File: config.mk
export PLATFORM = sky130hd
export DESIGN_NAME = byte_ring_fifo_top
export DESIGN_NICKNAME = d
export VERILOG_FILES = /design/src/hw/rtl/brf_pkg.sv /design/src/hw/rtl/brf_queue.sv /design/src/hw/rtl/brf_front.sv /design/src/hw/rtl/brf_back.sv /design/src/hw/rtl/byte_ring_fifo_top.sv
export SDC_FILE = /design/constraint.sdc
export NUM_CORES = 2
export LEC_CHECK = 0
export BUFFER_PORTS_ARGS = -buffer_cell sky130_fd_sc_hd__buf_2
export CAP_MARGIN = 20
export CORE_AREA = 2 2 376 657
export CTS_BUF_LIST = sky130_fd_sc_hd__clkbuf_8 sky130_fd_sc_hd__clkbuf_16
export DETAILED_ROUTE_END_ITERATION = 6
export DIE_AREA = 0 0 378 659
export GPL_ROUTABILITY_DRIVEN = 0
export HOLD_SLACK_MARGIN = 0.1
export PLACE_DENSITY = 0.57
export SETUP_SLACK_MARGIN = 0.05
export SYNTH_ARGS = -nofsm -noshare
export SYNTH_HDL_FRONTEND = slang
export SYNTH_SLANG_ARGS = --single-unit
File: constraint.sdc
create_clock -name clk -period 13.4 [get_ports clk]
set_input_delay 1.34 -clock clk [delete_from_list [all_inputs] [get_ports clk]]
set_output_delay 1.34 -clock clk [all_outputs]
set_load 0.01 [all_outputs]
File: src/hw/rtl/brf_pkg.sv
`timescale 1ns / 1ps
`default_nettype none
package brf_pkg;

  // request codes on s_tuser
  localparam logic [1:0] REQ_PUT     = 2'd0;
  localparam logic [1:0] REQ_GET     = 2'd1;
  localparam logic [1:0] REQ_PEEK    = 2'd2;
  localparam logic [1:0] REQ_DISCARD = 2'd3;

  // job kinds passed from front to back
  localparam logic [1:0] K_WRITE  = 2'd0;
  localparam logic [1:0] K_SINGLE = 2'd1;
  localparam logic [1:0] K_RUN    = 2'd2;

  localparam int CTR_W   = 9;
  localparam int PTR_W   = 8;
  localparam int CNT_W   = 7;
  localparam int Q_DEPTH = 4;
  localparam int Q_AW    = 2;

  typedef struct packed {
    logic [1:0]       kind;
    logic [7:0]       data;
    logic [PTR_W-1:0] ptr;
    logic [PTR_W-1:0] amask;
    logic [CNT_W-1:0] moved;
    logic [CTR_W-1:0] fill;
    logic [CTR_W-1:0] free;
  } job_t;

  // largest power of two not above v (v nonzero)
  function automatic logic [CTR_W-1:0] floor_pow2(input logic [CTR_W-1:0] v);
    logic [CTR_W-1:0] p;
    p = '0;
    for (int i = 0; i < CTR_W; i++) begin
      if (v[i]) begin
        p = CTR_W'(1) << i;
      end
    end
    return p;
  endfunction

endpackage
`default_nettype wire

File: src/hw/rtl/brf_queue.sv
`timescale 1ns / 1ps
`default_nettype none
module brf_queue (
  input  wire logic          clk,
  input  wire logic          rst,
  input  wire logic          push,
  input  wire brf_pkg::job_t push_job,
  output logic               full,
  input  wire logic          pop,
  output brf_pkg::job_t      pop_job,
  output logic               valid
);

  brf_pkg::job_t                slots [brf_pkg::Q_DEPTH];
  logic [brf_pkg::Q_AW-1:0]     wptr;
  logic [brf_pkg::Q_AW-1:0]     rptr;
  logic [brf_pkg::Q_AW:0]       fill;
  logic                         do_push;
  logic                         do_pop;

  assign full     = (fill == (brf_pkg::Q_AW+1)'(brf_pkg::Q_DEPTH));
  assign valid    = (fill != '0);
  assign do_push  = push && !full;
  assign do_pop   = pop && valid;
  assign pop_job  = slots[rptr];

  always_ff @(posedge clk) begin
    if (do_push) begin
      slots[wptr] <= push_job;
    end
  end

  always_ff @(posedge clk) begin
    if (rst) begin
      wptr <= '0;
      rptr <= '0;
      fill <= '0;
    end else begin
      if (do_push) begin
        wptr <= wptr + 1'b1;
      end
      if (do_pop) begin
        rptr <= rptr + 1'b1;
      end
      if (do_push && !do_pop) begin
        fill <= fill + 1'b1;
      end else if (do_pop && !do_push) begin
        fill <= fill - 1'b1;
      end
    end
  end

endmodule
`default_nettype wire

File: src/hw/rtl/brf_front.sv
`timescale 1ns / 1ps
`default_nettype none
module brf_front #(
  parameter int DEPTH   = 256,
  parameter int MAX_RUN = 64
) (
  input  wire logic        clk,
  input  wire logic        rst,
  input  wire logic        s_tvalid,
  input  wire logic [1:0]  req_type,
  input  wire logic [7:0]  data_in,
  input  wire logic [6:0]  count,
  input  wire logic        cfg_valid,
  input  wire logic [8:0]  cfg_data,
  input  wire logic        q_full,
  output logic             q_push,
  output brf_pkg::job_t    q_job
);

  localparam int SAT_RESET = (DEPTH < 256) ? DEPTH : 256;
  localparam logic [brf_pkg::CTR_W-1:0] RESET_CAP =
    brf_pkg::floor_pow2(brf_pkg::CTR_W'(SAT_RESET));

  logic [brf_pkg::CTR_W-1:0] cap;
  logic [brf_pkg::CTR_W-1:0] wr;
  logic [brf_pkg::CTR_W-1:0] rd;
  logic [brf_pkg::CTR_W-1:0] wr_next;
  logic [brf_pkg::CTR_W-1:0] rd_next;
  logic [brf_pkg::CTR_W-1:0] mask;
  logic [brf_pkg::PTR_W-1:0] amask;
  logic [brf_pkg::CTR_W-1:0] fill;
  logic [brf_pkg::CTR_W-1:0] fill_after;
  logic [brf_pkg::CTR_W-1:0] n_wide;
  logic [brf_pkg::CNT_W-1:0] n;
  logic [brf_pkg::CTR_W-1:0] sat;

  // clip the request to the store depth
  always_comb begin
    if (int'(cfg_data) > DEPTH) begin
      sat = brf_pkg::CTR_W'(DEPTH);
    end else begin
      sat = cfg_data;
    end
  end

  assign q_push = s_tvalid && !q_full;
  assign mask   = brf_pkg::CTR_W'(({1'b0, cap} << 1) - 10'd1);
  assign amask  = brf_pkg::PTR_W'(cap - 9'd1);
  assign fill   = (wr - rd) & mask;

  always_comb begin
    n_wide = (9'(count) < fill) ? 9'(count) : fill;
    if (n_wide > 9'(MAX_RUN)) begin
      n_wide = 9'(MAX_RUN);
    end
    n = brf_pkg::CNT_W'(n_wide);

    wr_next     = wr;
    rd_next     = rd;
    fill_after  = fill;
    q_job.kind  = brf_pkg::K_SINGLE;
    q_job.data  = data_in;
    q_job.ptr   = brf_pkg::PTR_W'(rd) & amask;
    q_job.amask = amask;
    q_job.moved = n;

    unique case (req_type)
      brf_pkg::REQ_PUT: begin
        q_job.ptr   = brf_pkg::PTR_W'(wr) & amask;
        q_job.moved = '0;
        if (fill < cap) begin
          q_job.kind  = brf_pkg::K_WRITE;
          q_job.moved = 7'd1;
          wr_next     = (wr + 9'd1) & mask;
          fill_after  = fill + 9'd1;
        end
      end
      brf_pkg::REQ_GET: begin
        rd_next    = (rd + 9'(n)) & mask;
        fill_after = fill - 9'(n);
        if (n != '0) begin
          q_job.kind = brf_pkg::K_RUN;
        end
      end
      brf_pkg::REQ_PEEK: begin
        if (n != '0) begin
          q_job.kind = brf_pkg::K_RUN;
        end
      end
      brf_pkg::REQ_DISCARD: begin
        rd_next    = (rd + 9'(n)) & mask;
        fill_after = fill - 9'(n);
      end
      default: begin
      end
    endcase

    q_job.fill = fill_after;
    q_job.free = cap - fill_after;
  end

  always_ff @(posedge clk) begin
    if (rst) begin
      cap <= RESET_CAP;
      wr  <= '0;
      rd  <= '0;
    end else if (cfg_valid && (cfg_data != '0)) begin
      // new capacity restarts both counters
      cap <= brf_pkg::floor_pow2(sat);
      wr  <= '0;
      rd  <= '0;
    end else if (q_push) begin
      wr <= wr_next;
      rd <= rd_next;
    end
  end

endmodule
`default_nettype wire

File: src/hw/rtl/brf_back.sv
`timescale 1ns / 1ps
`default_nettype none
module brf_back #(
  parameter int DEPTH = 256
) (
  input  wire logic          clk,
  input  wire logic          rst,
  input  wire logic          q_valid,
  input  wire brf_pkg::job_t q_job,
  output logic               q_pop,
  output logic               m_tvalid,
  input  wire logic          m_tready,
  output logic [7:0]         data_out,
  output logic               has_data,
  output logic [6:0]         moved,
  output logic               last,
  output logic [8:0]         fill_level,
  output logic [8:0]         free_space
);

  localparam int ADDR_W = (DEPTH > 1) ? $clog2(DEPTH) : 1;
  localparam logic S_IDLE = 1'b0;
  localparam logic S_RUN  = 1'b1;

  logic [7:0]                mem [DEPTH];
  logic [7:0]                mem_q;
  logic                      state;
  brf_pkg::job_t             cur;
  logic [brf_pkg::CNT_W-1:0] idx;
  logic                      out_free;
  logic                      we;
  logic                      re;
  logic                      run_last;
  logic                      load_out;
  logic [brf_pkg::PTR_W-1:0] next_ptr;
  logic [brf_pkg::PTR_W-1:0] raddr;

  assign out_free = !m_tvalid || m_tready;
  assign q_pop    = (state == S_IDLE) && q_valid && out_free;
  assign we       = q_pop && (q_job.kind == brf_pkg::K_WRITE);
  assign run_last = ((idx + 7'd1) == cur.moved);
  assign next_ptr = (cur.ptr + 8'd1) & cur.amask;
  assign re       = (q_pop && (q_job.kind == brf_pkg::K_RUN)) ||
                    ((state == S_RUN) && out_free && !run_last);
  assign raddr    = (state == S_RUN) ? next_ptr : q_job.ptr;
  assign load_out = (q_pop && (q_job.kind != brf_pkg::K_RUN)) ||
                    ((state == S_RUN) && out_free);

  always_ff @(posedge clk) begin
    if (we) begin
      mem[ADDR_W'(q_job.ptr)] <= q_job.data;
    end
    if (re) begin
      mem_q <= mem[ADDR_W'(raddr)];
    end
  end

  always_ff @(posedge clk) begin
    if (rst) begin
      state    <= S_IDLE;
      m_tvalid <= 1'b0;
      idx      <= '0;
    end else begin
      m_tvalid <= load_out || (m_tvalid && !m_tready);
      unique case (state)
        S_IDLE: begin
          if (q_pop) begin
            cur <= q_job;
            idx <= '0;
            if (q_job.kind == brf_pkg::K_RUN) begin
              state <= S_RUN;
            end else begin
              data_out   <= '0;
              has_data   <= 1'b0;
              moved      <= q_job.moved;
              last       <= 1'b1;
              fill_level <= q_job.fill;
              free_space <= q_job.free;
            end
          end
        end
        S_RUN: begin
          // byte already read from the store sits in mem_q until the output frees
          if (out_free) begin
            data_out   <= mem_q;
            has_data   <= 1'b1;
            moved      <= cur.moved;
            last       <= run_last;
            fill_level <= cur.fill;
            free_space <= cur.free;
            if (run_last) begin
              state <= S_IDLE;
            end else begin
              idx     <= idx + 7'd1;
              cur.ptr <= next_ptr;
            end
          end
        end
        default: begin
          state <= S_IDLE;
        end
      endcase
    end
  end

endmodule
`default_nettype wire

File: src/hw/rtl/byte_ring_fifo_top.sv
`timescale 1ns / 1ps
`default_nettype none
// Byte FIFO on a ring store of DEPTH bytes. Requests enter on s_* (tuser holds the
// request code: put, get, peek, discard) and are classified by the front end, which
// keeps the read and write counters and queues up to four jobs; the back end owns the
// store and turns each job into results on m_*. A put, a discard or a get/peek that
// moves nothing yields one result; a get or peek of n bytes yields n results, one
// per cycle while m_tready does not hold the output, each byte read first into the
// registered mem_q. The front end takes one request per cycle while the job queue
// has room. Writing cfg_data sets the capacity to the largest power of two not above
// it (at most DEPTH) and empties the FIFO; a zero write is ignored. cfg_ready is
// always high and configuration must only be written while the block is idle.
module byte_ring_fifo_top #(
  parameter int DEPTH   = 256,
  parameter int MAX_RUN = 64
) (
  input  wire logic        clk,
  input  wire logic        rst,
  input  wire logic        s_tvalid,
  output logic             s_tready,
  input  wire logic [15:0] s_tdata,   // data_in[7:0], count[14:8], zero[15]
  input  wire logic [1:0]  s_tuser,   // req_type[1:0]
  output logic             m_tvalid,
  input  wire logic        m_tready,
  output logic [39:0]      m_tdata,   // data_out[7:0], moved[14:8], fill_level[23:15],
                                      // free_space[32:24], zero[39:33]
  output logic             m_tuser,   // has_data
  output logic             m_tlast,
  input  wire logic        cfg_valid,
  output logic             cfg_ready,
  input  wire logic [8:0]  cfg_data
);

  logic          q_full;
  logic          q_push;
  logic          q_valid;
  logic          q_pop;
  brf_pkg::job_t push_job;
  brf_pkg::job_t pop_job;
  logic [7:0]    data_out;
  logic [6:0]    moved;
  logic [8:0]    fill_level;
  logic [8:0]    free_space;

  assign cfg_ready = 1'b1;
  assign s_tready  = !q_full;
  assign m_tdata   = {7'd0, free_space, fill_level, moved, data_out};

  brf_front #(
    .DEPTH   (DEPTH),
    .MAX_RUN (MAX_RUN)
  ) u_front (
    .clk       (clk),
    .rst       (rst),
    .s_tvalid  (s_tvalid),
    .req_type  (s_tuser),
    .data_in   (s_tdata[7:0]),
    .count     (s_tdata[14:8]),
    .cfg_valid (cfg_valid),
    .cfg_data  (cfg_data),
    .q_full    (q_full),
    .q_push    (q_push),
    .q_job     (push_job)
  );

  brf_queue u_queue (
    .clk      (clk),
    .rst      (rst),
    .push     (q_push),
    .push_job (push_job),
    .full     (q_full),
    .pop      (q_pop),
    .pop_job  (pop_job),
    .valid    (q_valid)
  );

  brf_back #(
    .DEPTH (DEPTH)
  ) u_back (
    .clk        (clk),
    .rst        (rst),
    .q_valid    (q_valid),
    .q_job      (pop_job),
    .q_pop      (q_pop),
    .m_tvalid   (m_tvalid),
    .m_tready   (m_tready),
    .data_out   (data_out),
    .has_data   (m_tuser),
    .moved      (moved),
    .last       (m_tlast),
    .fill_level (fill_level),
    .free_space (free_space)
  );

endmodule
`default_nettype wire

Yosys cells after proc, flatten, opt, wreduce, memory -nomap -nowiden
Memories as Yosys holds them, arrays and structs flattened. A register that Yosys moved wholly into a read port is not among the register bits.
Index checks and enable logic that the tools add are counted.

word-level totals
  bits in writable memories = 2252
  latch bits = 0
  logic and storage cells = 164
  output and inout bits = 45
  register bits after elaboration = 119
  bits of input ports = 32
  ROM bits = 0
  memories = 2

memory list
  memory         depth  width  read ports  clocked after Yosys merged registers in  wr ports  line             text
  u_back.mem     256    8      1           1                                        1         brf_back.sv:25   logic [7:0] mem [DEPTH];
  u_queue.slots  4      51     1           1                                        1         brf_queue.sv:14  brf_pkg::job_t slots [brf_pkg::Q_DEPTH];

cells by class
  magnitude comparators = 4
  reductions and logical operators = 39
  $add $sub $neg = 14
  eq/ne operators = 11
  div/mod/pow operators = 0
  mux-type cells = 66
  multiply operators = 0
  shifts and indexed selects = 0
  bitwise gates (word level) = 8

operator list
  cell                   count
  $mux W9                10
  $mux W8                8
  $mux W7                9
  $pmux W9 S2            3
  $mux W41               1
  $pmux W8 S2            2
  $pmux W7 S2            2
  $and A9 B9 Y9          3
  $and A8 B8 Y8          3
  $add A9 B1 Y9 const B  2
  $sub A9 B9 Y9          2
  $mux W1                17
  $logic_and A1 B1 Y1    14
  $add A9 B7 Y9          1
  $gt A9 B7 Y1 const B   1
  $gt A9 B9 Y1 const B   1
  $lt A7 B9 Y1           1
  $lt A9 B9 Y1           1
  $mux W3                3
  $reduce_and A3 Y1      3
  $reduce_bool A9 Y1     1
  $sub A9 B1 Y9 const B  1
  $sub A9 B7 Y9          1
  $add A8 B1 Y8 const B  1
  other kinds (27)       51

Logic depth before layout (Yosys ltp)
  word-level depth = 11
  mapped depth = 33
  depth with buffers taken out = 32

Cells and area by module
From an unflattened synthesis, not the netlist that was laid out.

unflattened totals
  cells, all modules = 6541
  area total of the unflattened synthesis = 97008.0 um^2

by module, submodules not included
  module              seq. area each (um^2)  instances  cells an instance  area each (um^2)
  brf_back            64201.6                1          5710               85201.7
  brf_queue           6306.0                 1          315                7886.3
  brf_front           540.5                  1          505                3848.7
  byte_ring_fifo_top  0.0                    1          11                 71.3

Least setup slack after synthesis
OpenSTA, ideal clock, no wires.

  path kind = register to register
  from = register u_front.rd[1] in the netlist's numbering
  to = memory u_queue.slots[0][8] in the netlist's numbering (data pin)
  setup time = 0.277 ns
  clock period less this slack = 6.419 ns
  data required time = 13.123 ns
  arrival = 6.142 ns
  stages on the path, launching flop included = 32
  buffers on the path = 1
  slack = 6.981 ns
  cells stage by stage = dfxtp_1 inv_1 ha_1 nor2b_1 o21ai_0 a21oi_1 nor3_1 inv_1 ha_1 o21a_1 o21a_1 o21ai_0 nand2b_1 a21oi_1 nor3_4 buf_2 mux2i_1 a211oi_1 ha_1 fa_1 xnor2_1 a222oi_1 ha_1 nor2b_1 o21ai_0 nand2b_1 a21o_1 a21o_1 a21o_1 a21oi_1 xnor2_1 xnor2_1

RTL lines
  item                    line              text
  from (decl)             brf_front.sv:26   logic [brf_pkg::CTR_W-1:0] rd;
  from (signal assigned)  brf_front.sv:114  rd <= rd_next;
  to (decl)               brf_queue.sv:14

==> summary.txt <==
DRC errors left: 0
Port Buf Inserts: 67
detailed router's first-iteration violation count: 5408
sequential area share after synthesis: 73.2%
grt ovf: 0
# hold bufs at CTS: 0
largest net degree at the start of global routing: 195
core area: 244000 µm²
leading cell types by total area after synthesis: edfxtp_1, nand2_1, nand3_1
worst setup path start: u_front.rd[1]
initial antenna violation count: 7
Worst Tran Pin Value: 1.12 ns
drt wl/cell: 25.8 µm
synthesized area: 97000 µm²
FF+latch count, synth: 2381
crit-path max FO: 18
clock skew: 0.0437 ns
post-synthesis cell type with the largest combined area: edfxtp_1
mean post-synth cell area: 13.7 µm²
Pre-antenna DRT Iters: 6
Distinct cells, synth: 69
static leakage: 34.9 nW
Cell Rows: 240
filler instances: 22100
Hold Crit Class: register to register
status: finished, final reports clean
CTS buffer count: 204
synth warn: 0
number of setup buffers added after CTS: 0
PostCTS Resize Cnt: 0
Cells after Synth: 7104
Die Y: 659 µm
Final Max Slew Viols: 0
unrepaired setup endpoints after global routing: false
Initial Utilization: 39.8%
Synth top area share: 72.3%
vias in the first global route: 58100
fmax: 129 MHz
drt total wl: 270000 µm
pwr dens: 237 nW/µm²
Fin. Hold Viols: 0
I/O pin count: 77
Worst Hold Launch: u_back.cur[5]
TNS Setup: 0 ns
Crit-path slowest cell: nor3_2
fraction of layout cells with a size suffix above 1: 7.83%
first-pass GRT wire length: 392000 µm
Final setup viols: 0
GR Util All Layers: 21.3%
final worst path period need: 7.72 ns
ys flop type: edfxtp_1
DPL Wire Length: 164000 µm
routed via count: 58500
CTS tree: built
Max-Cap Viols: 0
Vias/cell: 5.60
CTS H-tree depth: 4
die area: 249000 µm²
crit path capture type: register
most common cell after layout, fill and taps aside: edfxtp_1
Final Cycle Share: 57.6%
Post-synth EDFFs: 2336
Max stage delay on crit path: 0.66 ns
FFs w/ async S/R, synth: 0%
peak supply drop: 0.261 mV
Clock transition at path regs: 0.07 ns
clock tree buffer depth: 4
CP Data Required Time: 14.03 ns
die width: 378 µm
Crit Reg-Reg Startpoint: u_front.rd[1]
Final #Nets: 7109
critical path arrival: 8.36 ns
Root Driver: clkbuf_16
ANT nets after route: 0
fin util: 43.7%
Synth-to-Final Area Change: 9.83%
Worst Setup Start Kind: register
critical path class: register to register
relative slew slack: 24.7%
clock latency on the worst-skew pair: 0.88 ns
clock sink total: 2381
most frequent cells in the layout: edfxtp_1, nand2_1, nand3_1, a21oi_1, nor2_1
==> critical path, delay by kind of cell, from the launching register on <==
kind | cells | cell delay [ns]
AO/OA/AOI/OAI | 13 | 2.52
adder cells (fa/ha/maj) | 5 | 1.73
AND/OR/NAND/NOR | 6 | 1.70
XOR/XNOR | 3 | 0.58
flip-flops | 1 | 0.43
buffers and inverters | 2 | 0.27
multiplexers | 1 | 0.27
==> final timing paths <==
check | slack [ns] | end | cells after the start
worst max-delay path | 5.68 | u_queue.slots[0][8] | 30
worst min-delay path | 0.53 | u_back.free_space[5] | 2
worst max register to register | 5.68 | u_queue.slots[0][8] | 30
worst min register to register | 0.53 | u_back.free_space[5] | 2
==> layout make-up <==
cell class / instances / area (µm²) / share of cell area, %
diodes: 1 / 2.50 / 0.00235
clock buffers: 207 / 5180 / 4.86
clock inverters: 158 / 1210 / 1.14
inverters: 65 / 244 / 0.229
multi-input cells: 4194 / 23600 / 22.1
flip-flops and latches: 2381 / 71100 / 66.7
well taps: 3267 / 4090 / 3.84
repair buffers: 168 / 1240 / 1.17
==> Yosys cell counts (45+ instances only) <==
library cell and count:
o21ai_0 59, nand2_1 1592, edfxtp_1 2336, mux4_2 48, nand3_1 630, inv_1 63
o2111ai_1 130, buf_4 72, dfxtp_1 45, ha_1 58, nor2_1 348, buf_2 179
a32oi_1 51, and3_1 116, a21oi_1 425, mux2i_1 227, clkbuf_1 169, a221oi_1 202
==> registers in the layout, indices dropped and copies added, names as in the netlist, named ones only <==
signal             count
u_front.cap            9
u_back.last            1
u_back.m_tvalid        1
u_back.has_data        1
u_back.idx             7
u_queue.wptr           2
u_back.mem          2048
u_back.fill_level      9
u_back.free_space      9
u_back.moved           7
u_front.wr             9
u_queue.fill           3
u_back.cur            41
u_queue.slots        204
u_back.data_out        8
u_queue.rptr           2
u_back.mem_q           8
u_back.state           1
u_front.rd             9
==> cells by family (layout without fill, tap and decap cells) <==
logic type	after synthesis	after routing	synth area share [%]
adder cells (fa/ha/maj)	63	63	0.851
AO/OA/AOI/OAI	999	999	7.02
buffers and inverters	535	598	2.72
other	2	9	0.00774
AND/OR/NAND/NOR	2794	2794	12.2
XOR/XNOR	50	50	0.451
flip-flops	2381	2381	73.2
multiplexers	280	280	3.51
==> through the flow <==
stage | total power [W] | instances | hold WS [ns] | setup WS (ns) | area, µm²
after global placement | 0.0194 | 10100 | 0.487 | 5.58 | 100000
final | 0.0252 | 10400 | 0.528 | 5.68 | 107000
after detailed placement | 0.0195 | 10100 | 0.511 | 5.71 | 100000
after global routing | 0.0262 | 10400 | 0.564 | 5.08 | 107000
after CTS | 0.0253 | 10400 | 0.528 | 5.65 | 107000
after floorplan | 0.0157 | 7110 | 0.448 | 6.98 | 97100
==> where the power goes <==
part | leakage (nW) | internal (W) | switching, W | total, W
clock | 3.30 | 0.00315 | 0.00267 | 0.00582
combinational | 10.2 | 0.00249 | 0.00745 | 0.00994
sequential | 21.4 | 0.00935 | 0.0000973 | 0.00945
==> metal layers <==
metal  vias to the layer above  share of wire [%]  GRT usage (%)
li1                      26400                  -              -
met5                         -              0.013              0
met1                     29400                 36           24.4
met3                       594                5.1           2.37
met2                      2027                 52           38.3
met4                         6                6.3           12.1
(Power assumes the default switching activity.)
